--- src/rtl/carp_pkg.sv ---
`default_nettype none

package carp_pkg;

  localparam int DATA_W   = 16;
  localparam int DIFF_W   = DATA_W + 1;
  localparam int INTEG_W  = 11;
  localparam int ISUM_W   = DIFF_W + 1;
  localparam int OPB_W    = 19;
  localparam int PROD_W   = DATA_W + OPB_W;
  localparam int ACC_W    = 52;
  localparam int TMP_W    = 36;
  localparam int SPLIT_W  = 18;
  localparam int FRAC_W   = 16;
  localparam int QUOT_W   = ACC_W - FRAC_W;
  localparam int DRIVE_W  = 14;
  localparam int NUM_REGS = 5;
  localparam int STEP_W   = 4;
  localparam int CFG_IDX_W = 3;

  localparam logic signed [ISUM_W-1:0] INTEG_LIMIT = ISUM_W'(1000);
  localparam logic signed [QUOT_W-1:0] DRIVE_LIMIT = QUOT_W'(4800);

  // register indexes, also used as the gain select of the microcode
  typedef enum logic [CFG_IDX_W-1:0] {
    REG_OUTER_PROP  = 3'd0,
    REG_OUTER_INTEG = 3'd1,
    REG_OUTER_DERIV = 3'd2,
    REG_INNER_PROP  = 3'd3,
    REG_INNER_DERIV = 3'd4
  } reg_idx_t;

  typedef logic [NUM_REGS-1:0][DATA_W-1:0] gain_vec_t;

  typedef enum logic [2:0] {
    OPB_ERR,
    OPB_INTEG,
    OPB_DANG,
    OPB_DRATE,
    OPB_TMP_LO,
    OPB_TMP_HI
  } opb_sel_t;

  typedef enum logic [1:0] {
    ACC_HOLD,
    ACC_LOAD,
    ACC_ADD
  } acc_op_t;

  typedef enum logic [1:0] {
    SH_0,
    SH_8,
    SH_18
  } shift_t;

  typedef enum logic [1:0] {
    JMP_NEXT,
    JMP_WAIT_IN,
    JMP_WAIT_OUT
  } jump_t;

  typedef struct packed {
    reg_idx_t gsel;
    opb_sel_t opb;
    acc_op_t  acc_op;
    shift_t   sh;
    logic     tmp_load;
    jump_t    jmp;
  } ucode_t;

  // control from the sequencer to the datapath, already qualified by handshakes
  typedef struct packed {
    reg_idx_t gsel;
    opb_sel_t opb;
    acc_op_t  acc_op;
    shift_t   sh;
    logic     tmp_load;
    logic     capture;
    logic     out_load;
  } ctrl_t;

  localparam logic [STEP_W-1:0] LAST_STEP = STEP_W'(10);

  // control store
  function automatic ucode_t ucode_rom(input logic [STEP_W-1:0] step);
    ucode_t w;
    w = '{gsel: REG_OUTER_PROP, opb: OPB_ERR, acc_op: ACC_HOLD, sh: SH_0,
          tmp_load: 1'b0, jmp: JMP_NEXT};
    case (step)
      4'd0: begin
        w.jmp = JMP_WAIT_IN;
      end
      4'd1: begin
        w.gsel = REG_OUTER_PROP;  w.opb = OPB_ERR;
      end
      4'd2: begin
        w.gsel = REG_OUTER_INTEG; w.opb = OPB_INTEG;  w.acc_op = ACC_LOAD;
      end
      4'd3: begin
        w.gsel = REG_OUTER_DERIV; w.opb = OPB_DANG;   w.acc_op = ACC_ADD;
      end
      4'd4: begin
        w.acc_op = ACC_ADD;
      end
      4'd5: begin
        w.tmp_load = 1'b1;
      end
      4'd6: begin
        w.gsel = REG_INNER_PROP;  w.opb = OPB_TMP_LO;
      end
      4'd7: begin
        w.gsel = REG_INNER_PROP;  w.opb = OPB_TMP_HI; w.acc_op = ACC_LOAD;
      end
      4'd8: begin
        w.gsel = REG_INNER_DERIV; w.opb = OPB_DRATE;  w.acc_op = ACC_ADD; w.sh = SH_18;
      end
      4'd9: begin
        w.acc_op = ACC_ADD; w.sh = SH_8;
      end
      4'd10: begin
        w.jmp = JMP_WAIT_OUT;
      end
      default: begin
        w.jmp = JMP_NEXT;
      end
    endcase
    return w;
  endfunction

endpackage

`default_nettype wire

--- src/rtl/carp_seq.sv ---
`default_nettype none

module carp_seq (
  input  wire logic            clk,
  input  wire logic            rst_n,
  input  wire logic            in_valid,
  input  wire logic            out_free,
  output carp_pkg::ctrl_t      ctrl,
  output logic                 in_ready
);
  import carp_pkg::*;

  logic [STEP_W-1:0] step_r, step_nxt;
  ucode_t            uw;

  assign uw = ucode_rom(step_r);

  always_comb begin
    step_nxt = step_r;
    case (uw.jmp)
      JMP_WAIT_IN: begin
        if (in_valid) step_nxt = step_r + 1'b1;
      end
      JMP_WAIT_OUT: begin
        if (out_free) step_nxt = '0;
      end
      JMP_NEXT: begin
        step_nxt = (step_r >= LAST_STEP) ? '0 : step_r + 1'b1;
      end
      default: begin
        step_nxt = '0;
      end
    endcase
  end

  always_ff @(posedge clk) begin
    if (!rst_n) begin
      step_r <= '0;
    end else begin
      step_r <= step_nxt;
    end
  end

  always_comb begin
    in_ready      = (uw.jmp == JMP_WAIT_IN);
    ctrl.gsel     = uw.gsel;
    ctrl.opb      = uw.opb;
    ctrl.acc_op   = uw.acc_op;
    ctrl.sh       = uw.sh;
    ctrl.tmp_load = uw.tmp_load;
    ctrl.capture  = in_ready && in_valid;
    ctrl.out_load = (uw.jmp == JMP_WAIT_OUT) && out_free;
  end

  a_step_range: assert property (@(posedge clk) disable iff (!rst_n)
    step_r <= LAST_STEP)
    else $error("step counter beyond program");

  a_load_then_idle: assert property (@(posedge clk) disable iff (!rst_n)
    ctrl.out_load |=> in_ready)
    else $error("sequencer not back at wait after output load");

endmodule

`default_nettype wire

--- src/rtl/carp_datapath.sv ---
`default_nettype none

module carp_datapath (
  input  wire logic                                 clk,
  input  wire logic                                 rst_n,
  input  wire carp_pkg::ctrl_t                      ctrl,
  input  wire carp_pkg::gain_vec_t                  gains,
  input  wire logic signed [carp_pkg::DATA_W-1:0]   setpoint_angle,
  input  wire logic signed [carp_pkg::DATA_W-1:0]   gyro_rate,
  input  wire logic signed [carp_pkg::DATA_W-1:0]   measured_angle,
  output logic signed [carp_pkg::DRIVE_W-1:0]       drive
);
  import carp_pkg::*;

  logic signed [INTEG_W-1:0] integ_r, integ_nxt;
  logic signed [DATA_W-1:0]  last_angle_r, last_rate_r;
  logic signed [DIFF_W-1:0]  err_r, dang_r, drate_r;
  logic signed [DIFF_W-1:0]  err_c, dang_c, drate_c;
  logic signed [ISUM_W-1:0]  isum;
  logic signed [DATA_W-1:0]  gain_c;
  logic signed [OPB_W-1:0]   opb_c;
  logic signed [PROD_W-1:0]  prod_r, prod_nxt;
  logic signed [ACC_W-1:0]   acc_r, addend;
  logic signed [TMP_W-1:0]   tmp_r, rate768;
  logic signed [QUOT_W-1:0]  quot, quot_t;

  // differences and clamped integral, formed at capture
  always_comb begin
    err_c   = DIFF_W'(measured_angle) - DIFF_W'(setpoint_angle);
    dang_c  = DIFF_W'(measured_angle) - DIFF_W'(last_angle_r);
    drate_c = DIFF_W'(gyro_rate) - DIFF_W'(last_rate_r);
    isum    = ISUM_W'(integ_r) + ISUM_W'(err_c);
    if (isum > INTEG_LIMIT) begin
      integ_nxt = INTEG_W'(INTEG_LIMIT);
    end else if (isum < -INTEG_LIMIT) begin
      integ_nxt = INTEG_W'(-INTEG_LIMIT);
    end else begin
      integ_nxt = isum[INTEG_W-1:0];
    end
  end

  always_ff @(posedge clk) begin
    if (!rst_n) begin
      integ_r      <= '0;
      last_angle_r <= '0;
      last_rate_r  <= '0;
    end else if (ctrl.capture) begin
      integ_r      <= integ_nxt;
      last_angle_r <= measured_angle;
      last_rate_r  <= gyro_rate;
    end
  end

  always_ff @(posedge clk) begin
    if (ctrl.capture) begin
      err_r   <= err_c;
      dang_r  <= dang_c;
      drate_r <= drate_c;
    end
  end

  // shared multiplier operands
  always_comb begin
    case (ctrl.gsel)
      REG_OUTER_PROP:  gain_c = gains[REG_OUTER_PROP];
      REG_OUTER_INTEG: gain_c = gains[REG_OUTER_INTEG];
      REG_OUTER_DERIV: gain_c = gains[REG_OUTER_DERIV];
      REG_INNER_PROP:  gain_c = gains[REG_INNER_PROP];
      REG_INNER_DERIV: gain_c = gains[REG_INNER_DERIV];
      default:         gain_c = '0;
    endcase
    case (ctrl.opb)
      OPB_ERR:    opb_c = OPB_W'(err_r);
      OPB_INTEG:  opb_c = OPB_W'(integ_r);
      OPB_DANG:   opb_c = OPB_W'(dang_r);
      OPB_DRATE:  opb_c = OPB_W'(drate_r);
      OPB_TMP_LO: opb_c = {1'b0, tmp_r[SPLIT_W-1:0]};
      OPB_TMP_HI: opb_c = {tmp_r[TMP_W-1], tmp_r[TMP_W-1:SPLIT_W]};
      default:    opb_c = '0;
    endcase
    prod_nxt = PROD_W'(gain_c) * PROD_W'(opb_c);
  end

  always_ff @(posedge clk) begin
    prod_r <= prod_nxt;
  end

  // accumulator
  always_comb begin
    case (ctrl.sh)
      SH_0:    addend = ACC_W'(prod_r);
      SH_8:    addend = ACC_W'(prod_r) <<< 8;
      SH_18:   addend = ACC_W'(prod_r) <<< SPLIT_W;
      default: addend = ACC_W'(prod_r);
    endcase
  end

  always_ff @(posedge clk) begin
    case (ctrl.acc_op)
      ACC_LOAD: acc_r <= addend;
      ACC_ADD:  acc_r <= acc_r + addend;
      default:  acc_r <= acc_r;
    endcase
  end

  // inner input: outer output plus three times the rate, in q.8
  assign rate768 = (TMP_W'(last_rate_r) <<< 9) + (TMP_W'(last_rate_r) <<< 8);

  always_ff @(posedge clk) begin
    if (ctrl.tmp_load) begin
      tmp_r <= $signed(acc_r[TMP_W-1:0]) + rate768;
    end
  end

  // q.16 to integer, toward zero, then saturate
  always_comb begin
    quot   = $signed(acc_r[ACC_W-1:FRAC_W]);
    quot_t = quot + QUOT_W'(acc_r[ACC_W-1] && (acc_r[FRAC_W-1:0] != '0));
    if (quot_t > DRIVE_LIMIT) begin
      drive = DRIVE_W'(DRIVE_LIMIT);
    end else if (quot_t < -DRIVE_LIMIT) begin
      drive = DRIVE_W'(-DRIVE_LIMIT);
    end else begin
      drive = quot_t[DRIVE_W-1:0];
    end
  end

  a_integ_range: assert property (@(posedge clk) disable iff (!rst_n)
    (integ_r <= INTEG_W'(INTEG_LIMIT)) && (integ_r >= INTEG_W'(-INTEG_LIMIT)))
    else $error("integral out of clamp range");

endmodule

`default_nettype wire

--- src/rtl/cascade_angle_rate_pid_top.sv ---
// cascade angle/rate controller: outer pid on angle, inner pd on rate
// out_tvalid rises once the control program has run after the input beat is taken, later while a
//   beat waits; one input beat is in work at a time, run by the eleven-step control program
//   that feeds six partial products through one shared 16x19 multiplier
// reset (rst_n low, synchronous): gains, integral, last angle and last rate
//   cleared, program counter to its wait step, no output beat pending
`default_nettype none

module cascade_angle_rate_pid_top (
  input  wire logic        clk,
  input  wire logic        rst_n,
  // config write channel
  input  wire logic        cfg_valid,
  output logic             cfg_ready,
  input  wire logic [2:0]  cfg_index,
  input  wire logic [15:0] cfg_data,
  // input stream
  input  wire logic        in_tvalid,
  output logic             in_tready,
  input  wire logic [47:0] in_tdata,   // setpoint_angle[15:0], gyro_rate[31:16],
                                       // measured_angle[47:32]
  // result stream
  output logic             out_tvalid,
  input  wire logic        out_tready,
  output logic [15:0]      out_tdata   // drive[13:0], zero pad[15:14]
);
  import carp_pkg::*;

  gain_vec_t                 gains_r;
  ctrl_t                     ctrl;
  logic                      out_free;
  logic                      out_valid_r, out_valid_nxt;
  logic signed [DRIVE_W-1:0] drive_c, drive_r;

  // config writes are always taken; indexes past the list fall through
  assign cfg_ready = 1'b1;

  always_ff @(posedge clk) begin
    if (!rst_n) begin
      gains_r <= '0;
    end else if (cfg_valid) begin
      case (cfg_index)
        REG_OUTER_PROP:  gains_r[REG_OUTER_PROP]  <= cfg_data;
        REG_OUTER_INTEG: gains_r[REG_OUTER_INTEG] <= cfg_data;
        REG_OUTER_DERIV: gains_r[REG_OUTER_DERIV] <= cfg_data;
        REG_INNER_PROP:  gains_r[REG_INNER_PROP]  <= cfg_data;
        REG_INNER_DERIV: gains_r[REG_INNER_DERIV] <= cfg_data;
        default: begin
          gains_r <= gains_r;
        end
      endcase
    end
  end

  // output slot is free when empty or being drained this cycle
  assign out_free = !out_valid_r || out_tready;

  carp_seq u_seq (
    .clk      (clk),
    .rst_n    (rst_n),
    .in_valid (in_tvalid),
    .out_free (out_free),
    .ctrl     (ctrl),
    .in_ready (in_tready)
  );

  carp_datapath u_dp (
    .clk            (clk),
    .rst_n          (rst_n),
    .ctrl           (ctrl),
    .gains          (gains_r),
    .setpoint_angle (in_tdata[15:0]),
    .gyro_rate      (in_tdata[31:16]),
    .measured_angle (in_tdata[47:32]),
    .drive          (drive_c)
  );

  // output register: holds the beat until the sink takes it, while the
  // sequencer is already free to take the next input beat
  always_comb begin
    out_valid_nxt = out_valid_r;
    if (ctrl.out_load) begin
      out_valid_nxt = 1'b1;
    end else if (out_tready) begin
      out_valid_nxt = 1'b0;
    end
  end

  always_ff @(posedge clk) begin
    if (!rst_n) begin
      out_valid_r <= 1'b0;
    end else begin
      out_valid_r <= out_valid_nxt;
    end
  end

  always_ff @(posedge clk) begin
    if (ctrl.out_load) begin
      drive_r <= drive_c;
    end
  end

  assign out_tvalid = out_valid_r;
  assign out_tdata  = {2'b00, drive_r};

  a_one_in_flight: assert property (@(posedge clk) disable iff (!rst_n)
    in_tvalid && in_tready |=> !in_tready)
    else $error("second input beat taken while one is in work");

  a_drive_range: assert property (@(posedge clk) disable iff (!rst_n)
    out_tvalid |-> (drive_r <= DRIVE_W'(4800)) && (drive_r >= DRIVE_W'(-4800)))
    else $error("drive outside saturation limits");

endmodule

`default_nettype wire

--- config.mk ---
export PLATFORM = sky130hd
export DESIGN_NAME = cascade_angle_rate_pid_top
export DESIGN_NICKNAME = d
export VERILOG_FILES = /design/src/rtl/carp_pkg.sv /design/src/rtl/carp_seq.sv /design/src/rtl/carp_datapath.sv /design/src/rtl/cascade_angle_rate_pid_top.sv
export SDC_FILE = /design/constraint.sdc
export NUM_CORES = 2
export LEC_CHECK = 0
export BUFFER_PORTS_ARGS = -buffer_cell sky130_fd_sc_hd__buf_2
export CELL_PAD_IN_SITES_DETAIL_PLACEMENT = 1
export CELL_PAD_IN_SITES_GLOBAL_PLACEMENT = 2
export CORE_MARGIN = 3
export CORE_UTILIZATION = 41
export DETAILED_ROUTE_END_ITERATION = 16
export GPL_TIMING_DRIVEN = 0
export PLACE_DENSITY = 0.94
export SYNTH_ARGS = -nofsm -noshare
export SYNTH_HDL_FRONTEND = slang
export SYNTH_SLANG_ARGS = --single-unit
export TNS_END_PERCENT = 20
--- constraint.sdc ---
create_clock -name clk -period 10.5 [get_ports clk]
set_input_delay 1.05 -clock clk [delete_from_list [all_inputs] [get_ports clk]]
set_output_delay 1.05 -clock clk [all_outputs]
set_load 0.01 [all_outputs]
; ---- Word-level counts from Yosys, hierarchy flattened
; Index checks and enable logic that the tools add are counted.
[classes]
n_addsub = 9
multipliers = 1
n_lt_le_gt_ge = 5
eq_ne = 30
muxes = 18
reduce_logical = 22
[ops]
columns = op, count
row1 = one-hot mux 52 bit (2 select lines), 2
row2 = one-hot mux 19 bit (6 select lines), 1
row3 = one-hot mux 16 bit (5 select lines), 1
row4 = adder 52 bit, 1
row5 = subtractor 16 x 16 -> 17 bit, 3
row6 = adder 36 x 1 -> 36 bit, 1
row7 = adder 36 bit, 1
row8 = "> comparator 36 x 14 -> 1 bit, second input constant", 1
row9 = "less-than comparator 36 x 14 -> 1 bit, second input constant", 1
row10 = multiplier 16 x 19 -> 35 bit, 1
row11 = one-hot mux 6 bit (5 select lines), 1
row12 = adder 25 x 24 -> 26 bit, 1
row13 = 2-to-1 mux 11 bit, 2
row14 = adder 11 x 17 -> 18 bit, 1
row15 = "equality test 3 x 2 -> 1 bit, second input constant", 6
row16 = "> comparator 18 x 11 -> 1 bit, second input constant", 1
row17 = "less-than comparator 18 x 11 -> 1 bit, second input constant", 1
row18 = "equality test 4 x 3 -> 1 bit, second input constant", 4
row19 = nonzero test 16 bit, 1
row20 = 2-to-1 mux 14 bit, 1
row21 = "equality test 3 bit, second input constant", 4
row22 = "equality test 4 bit, second input constant", 3
row23 = 2-to-1 mux 4 bit, 3
row24 = one-hot mux 2 bit (2 select lines), 3
row25 = 20 further kinds, 40
[word_totals]
reg_bits = 316
output_inout_bits = 19

; ---- Longest topological paths before layout
[logic_depth]
depth_word = 6
ltp_mapped = 34
depth_no_buf = 33

; ---- Hierarchy
; A second synthesis with hierarchy kept.
[unflattened]
cells_unflattened = 3693
area_unflattened_um2 = 33268.2
[by_module_without_submodules]
columns = module, n_inst, cells_each, area_per_inst_um2
row1 = carp_datapath, 1, 3331, 29395.7
row2 = cascade_angle_rate_pid_top, 1, 305, 3420.8
row3 = carp_seq, 1, 57, 451.7

; ---- Worst setup path before layout
; OpenSTA, ideal clock, no wires.
[synth_path]
path_kind = register -> register
startpoint = register u_seq.step_r[1]
endpoint = register u_dp.prod_r[33]
setup_time_ns = 0.072
t_arrival_ns = 8.207
required_time_ns = 10.428
path_slack_ns = 2.221
path_stages_with_launch = 33
path_buffers = 4
path_cell_list = dfxtp_1 ha_1 clkbuf_1 nor4b_1 clkbuf_1 nand2_1 nand2_1 a221o_1 clkbuf_1 clkbuf_1 nand2_1 fa_1 inv_1 fa_1 inv_1 fa_1 inv_1 fa_1 fa_1 inv_1 fa_1 inv_1 ha_1 and4_1 and3_1 nand3_1 o211ai_1 a221o_1 o41ai_1 o21ai_0 o21a_1 nor2_1 xnor2_1
[synth_between]
elab_chain_len = 5
word_cells_on_any_way = 20
[synth_lines]
columns = element, line_no
row1 = from (decl), carp_seq.sv:13  ; logic [STEP_W-1:0] step_r, step_nxt;
row2 = from (signal assigned), carp_seq.sv:40  ; step_r <= step_nxt;
row3 = "equality test 4 bit, or another cell as far along", carp_pkg.sv:89  ; case (step)
row4 = one-hot mux 6 bit (5 select lines) (*), carp_pkg.sv:89
row5 = "equality test 3 bit, or another cell as far along", carp_datapath.sv:72  ; case (ctrl.opb)
row6 = one-hot mux 19 bit (6 select lines) / one-hot mux 16 bit (5 select lines) (equally long branches), "carp_datapath.sv:72, carp_datapath.sv:64"
row7 = multiplier 16 x 19 -> 35 bit (*), carp_datapath.sv:81  ; prod_nxt = PROD_W'(gain_c) * PROD_W'(opb_c);
row8 = via u_dp.prod_nxt[33], carp_datapath.sv:22  ; logic signed [PROD_W-1:0] prod_r, prod_nxt;
row9 = to (signal assigned), carp_datapath.sv:85  ; prod_r <= prod_nxt;
row10 = to (decl), carp_datapath.sv:22
; The timed path passes the listed nets; every way through them passes the cells marked *.
; A chain may end at the register's enable or synchronous reset.

; ---- Worst setup path after layout
[layout_path]
startpoint = register u_seq.step_r[2]
endpoint = register u_dp.prod_r[33]
; Same word-level chain as after synthesis.

==> results by group <==
Status
  • Status: completed

CTS
  • CTS tree: yes
  • Number of clock sinks: 316
  • CTS Buffer Depth: 3
  • Postcts setup bufs: 0
  • Worst-path clk slew: 0.06 ns
  • H-tree depth: 2
  • CTS buffer count: 41
  • Worst-skew pair later-pin latency: 0.59 ns
  • Root Driver: clkbuf_16

STA
  • Final setup violation count: 0
  • Hold Vio Cnt, Final: 0
  • Hold Slack: 0.463 ns
  • Fin crit period: 10.28 ns
  • Post-route setup TNS: 0 ns
  • Slew Limit Fails: 0
  • Final setup margin: 0.217 ns
  • Worst Tran Pin Value: 1.10 ns
  • Slew margin rel.: 26.7%
  • RSZ-0062 raised after global routing: yes
  • Clock Skew: 0.0442 ns
  • Max Freq: 97.2 MHz
  • Crit share post-route: 97.9%

Cells and area
  • Most common cell after layout, fill and taps aside: nand2_1
  • Ratio of cells with drive above 1 in the final layout: 8.20%
  • Highest-count cells in the layout ignoring fill and taps: nand2_1, inv_1, nor2_1
  • Final Cell Area: 36600 um2
  • Nets: 4603
  • Area delta synth->final: 10.8%

Global route
  • Met1 Use GR: 34.5%
  • Initial antenna violation count: 3
  • Vias in the first global route: 30500
  • First-pass GRT wire length: 176 mm
  • Largest net degree at the start of global routing: 37
  • GR Layer Usage met2: 44.8%
  • GR Layer Usage met3: 4.71%
  • Remaining Overflow, GRT: 0
  • Most used routing layer: met2
  • Gr usage total: 26.6%

Setup path
  • CP dominant cell by count: fa_1
  • WP buf/inv: 8
  • Worst path depth: 30
  • Worst setup EP type: register
  • Worst setup endpoint: u_dp.prod_r[33]
  • Slowest-stage cell, CP: fa_1
  • Crit-path max cell delay: 0.57 ns
  • Worst-path fanout max: 10
  • Crit path launch: u_seq.step_r[2]
  • R2r worst-path depth: 30
  • Crit path max-delay family: adder cells
  • Crit path required time: 10.90 ns
  • Startpoint types: register
  • R2r endpoint: u_dp.prod_r[33]
  • CP Class: register to register
  • Data arrival time of the critical path: 10.68 ns
  • Flop-to-flop setup slack: 0.22 ns
  • Reg2reg start: u_seq.step_r[2]

Placed design
  • PortBufs: 86
  • GP Congestion: 0.907
  • DP Area: 35100 um2
  • DP Worst Slack: -0.471 ns
  • Dpl hpwl: 91.6 mm

Floorplanning
  • Die Ht: 290 um
  • Core Region: 79400 um2
  • Row count: 103
  • Initial Util: 41.6%
  • Die width: 290 um
  • I/O pin total: 91
  • Die area: 84000 um2

Power and ir drop
  • Peak VDD IR: 141 uV
  • PwrDens: 223 nW/um2
  • Pint: 0.00421 W
  • Switch Pwr: 0.00397 W
  • Total power: 0.00818 W
  • Switching Fraction: 48.5%
  • P_leak: 16.2 nW
  • Clock power share: 17.8%
  • Sequential share of power: 25.7%
  • Gate power share: 56.5%

Synthesis
  • Sequential fraction of the synthesis area: 23.8%
  • Post-synth EDFFs: 153
  • Post-Synthesis Cells: 3807
  • Mean Syn Cell Area: 8.68 um2
  • Top_reg_cell synth: dfxtp_1
  • Warnings from Yosys: 0
  • Post-synth cell types: 99
  • Mapped cell area: 33000 um2
  • Ys async rst share: 0%
  • FF+latch count, synth: 316

Min path
  • Worst hold path type: register to register

Drt
  • Routed wire length: 113 mm
  • Initial DRT Pass Iterations: 5
  • WL per Instance: 22.5 um
  • Detailed Route Iter0 Violations: 1944
  • ANT nets after route: 0
  • Vias per cell: 5.70
  • Total number of vias: 28800
  • DRC: 0

Job
  • Number of max-cap violations: 0
cell type report:
cell class                      count  area (um2)
Antenna cell                        1        2.50
Buffer                            141         612
Clock buffer                       54        1120
Clock inverter                     22         234
Fill cell                        9486       42800
Inverter                          510        1910
Multi-Input combinational cell   2839       22900
Sequential cell                   316        7860
Tap cell                         1050        1310
Timing Repair Buffer              116         692
cell families (layout without fill, tap and decap cells):
group | Yosys count | in the layout | synth area share (%)
AO/OA/AOI/OAI | 818 | 818 | 17.1
multiplexers | 39 | 39 | 1.30
adder cells (fa/ha/maj) | 566 | 566 | 28.5
XOR/XNOR | 172 | 172 | 4.56
other | 2 | 4 | 0.0227
buffers and inverters | 653 | 843 | 7.64
AND/OR/NAND/NOR | 1241 | 1241 | 17.1
flip-flops | 316 | 316 | 23.8
worst reg2reg max path, delay by kind of cell (launching register included):
kind            cells  cell delay (ns)
simple gates        8             1.70
flops               1             0.31
xor+xnor            1             0.28
compound gates      6             1.81
buf+inv             8             2.39
fa+ha+maj           7             3.63
synthesized netlist by cell type (45+ instances only):
library cell | number | area share, %
nand2_1 | 514 | 5.8
inv_1 | 508 | 5.8
nor2_1 | 341 | 3.9
fa_1 | 312 | 19
ha_1 | 254 | 9.6
dfxtp_1 | 163 | 9.9
a21oi_1 | 158 | 2.4
edfxtp_1 | 153 | 14
o21ai_0 | 133 | 2.0
clkbuf_1 | 128 | 1.5
xnor2_1 | 127 | 3.4
a21boi_0 | 124 | 2.8
nand3_1 | 69 | 1.0
a21o_1 | 65 | 1.5
a22oi_1 | 62 | 1.4
nor3_1 | 55 | 0.83
xor2_1 | 45 | 1.2
state kept, by name, indices dropped and copies added (netlist names):
| register | count |
|---|---|
| u_seq.step_r | 4 |
| u_dp.acc_r | 52 |
| u_dp.last_angle_r | 16 |
| u_dp.err_r | 17 |
| u_dp.drate_r | 17 |
| gains_r | 80 |
| u_dp.prod_r | 35 |
| u_dp.tmp_r | 36 |
| u_dp.last_rate_r | 16 |
| u_dp.integ_r | 11 |
| drive_r | 14 |
| u_dp.dang_r | 17 |
| out_tvalid | 1 |
per-stage QoR:
stage | utilization, % | cells
floorplan | - | 3808
global placement | 43.8 | 4944
detailed placement | 44.3 | 4974
CTS | 46.0 | 5050
global route | 46.1 | 5048
finish | 46.1 | 5049
routing by layer:
metal	vias up	part of all wire (%)
met5	-	0.011
met2	775	47
li1	13200	-
met4	2	3.8
met1	14600	42
met3	233	6.5
worst min path at each step:
stage                           from               endpoint  slack [ns]  depth (start not counted)
2_1_floorplan            gains_r[16]            gains_r[16]        0.44                          2
3_3_place_gp             gains_r[57]            gains_r[57]        0.45                          2
3_5_place_dp             gains_r[61]            gains_r[61]        0.46                          2
4_1_cts                  gains_r[61]            gains_r[61]        0.47                          2
5_1_grt                  gains_r[61]            gains_r[61]        0.49                          2
6_report       u_dp.last_angle_r[11]  u_dp.last_angle_r[11]        0.46                          2
power groups by stage:
stage | combinational (W) | sequential (W) | clock, W
2_1_floorplan | 0.00311 | 0.00190 | 0
5_1_grt | 0.00509 | 0.00211 | 0.00153
3_3_place_gp | 0.00428 | 0.00211 | 0
3_5_place_dp | 0.00450 | 0.00210 | 0
4_1_cts | 0.00456 | 0.00208 | 0.00147
6_report | 0.00462 | 0.00210 | 0.00146
repair_timing:
item / 4_1_cts / 5_1_grt
setup endpoints to repair: 5 / 6
gates resized for setup: 6 / 26
pin swaps: 0 / 1
hold buffers: 0 / 0
Power figures use the tool's default switching activity.
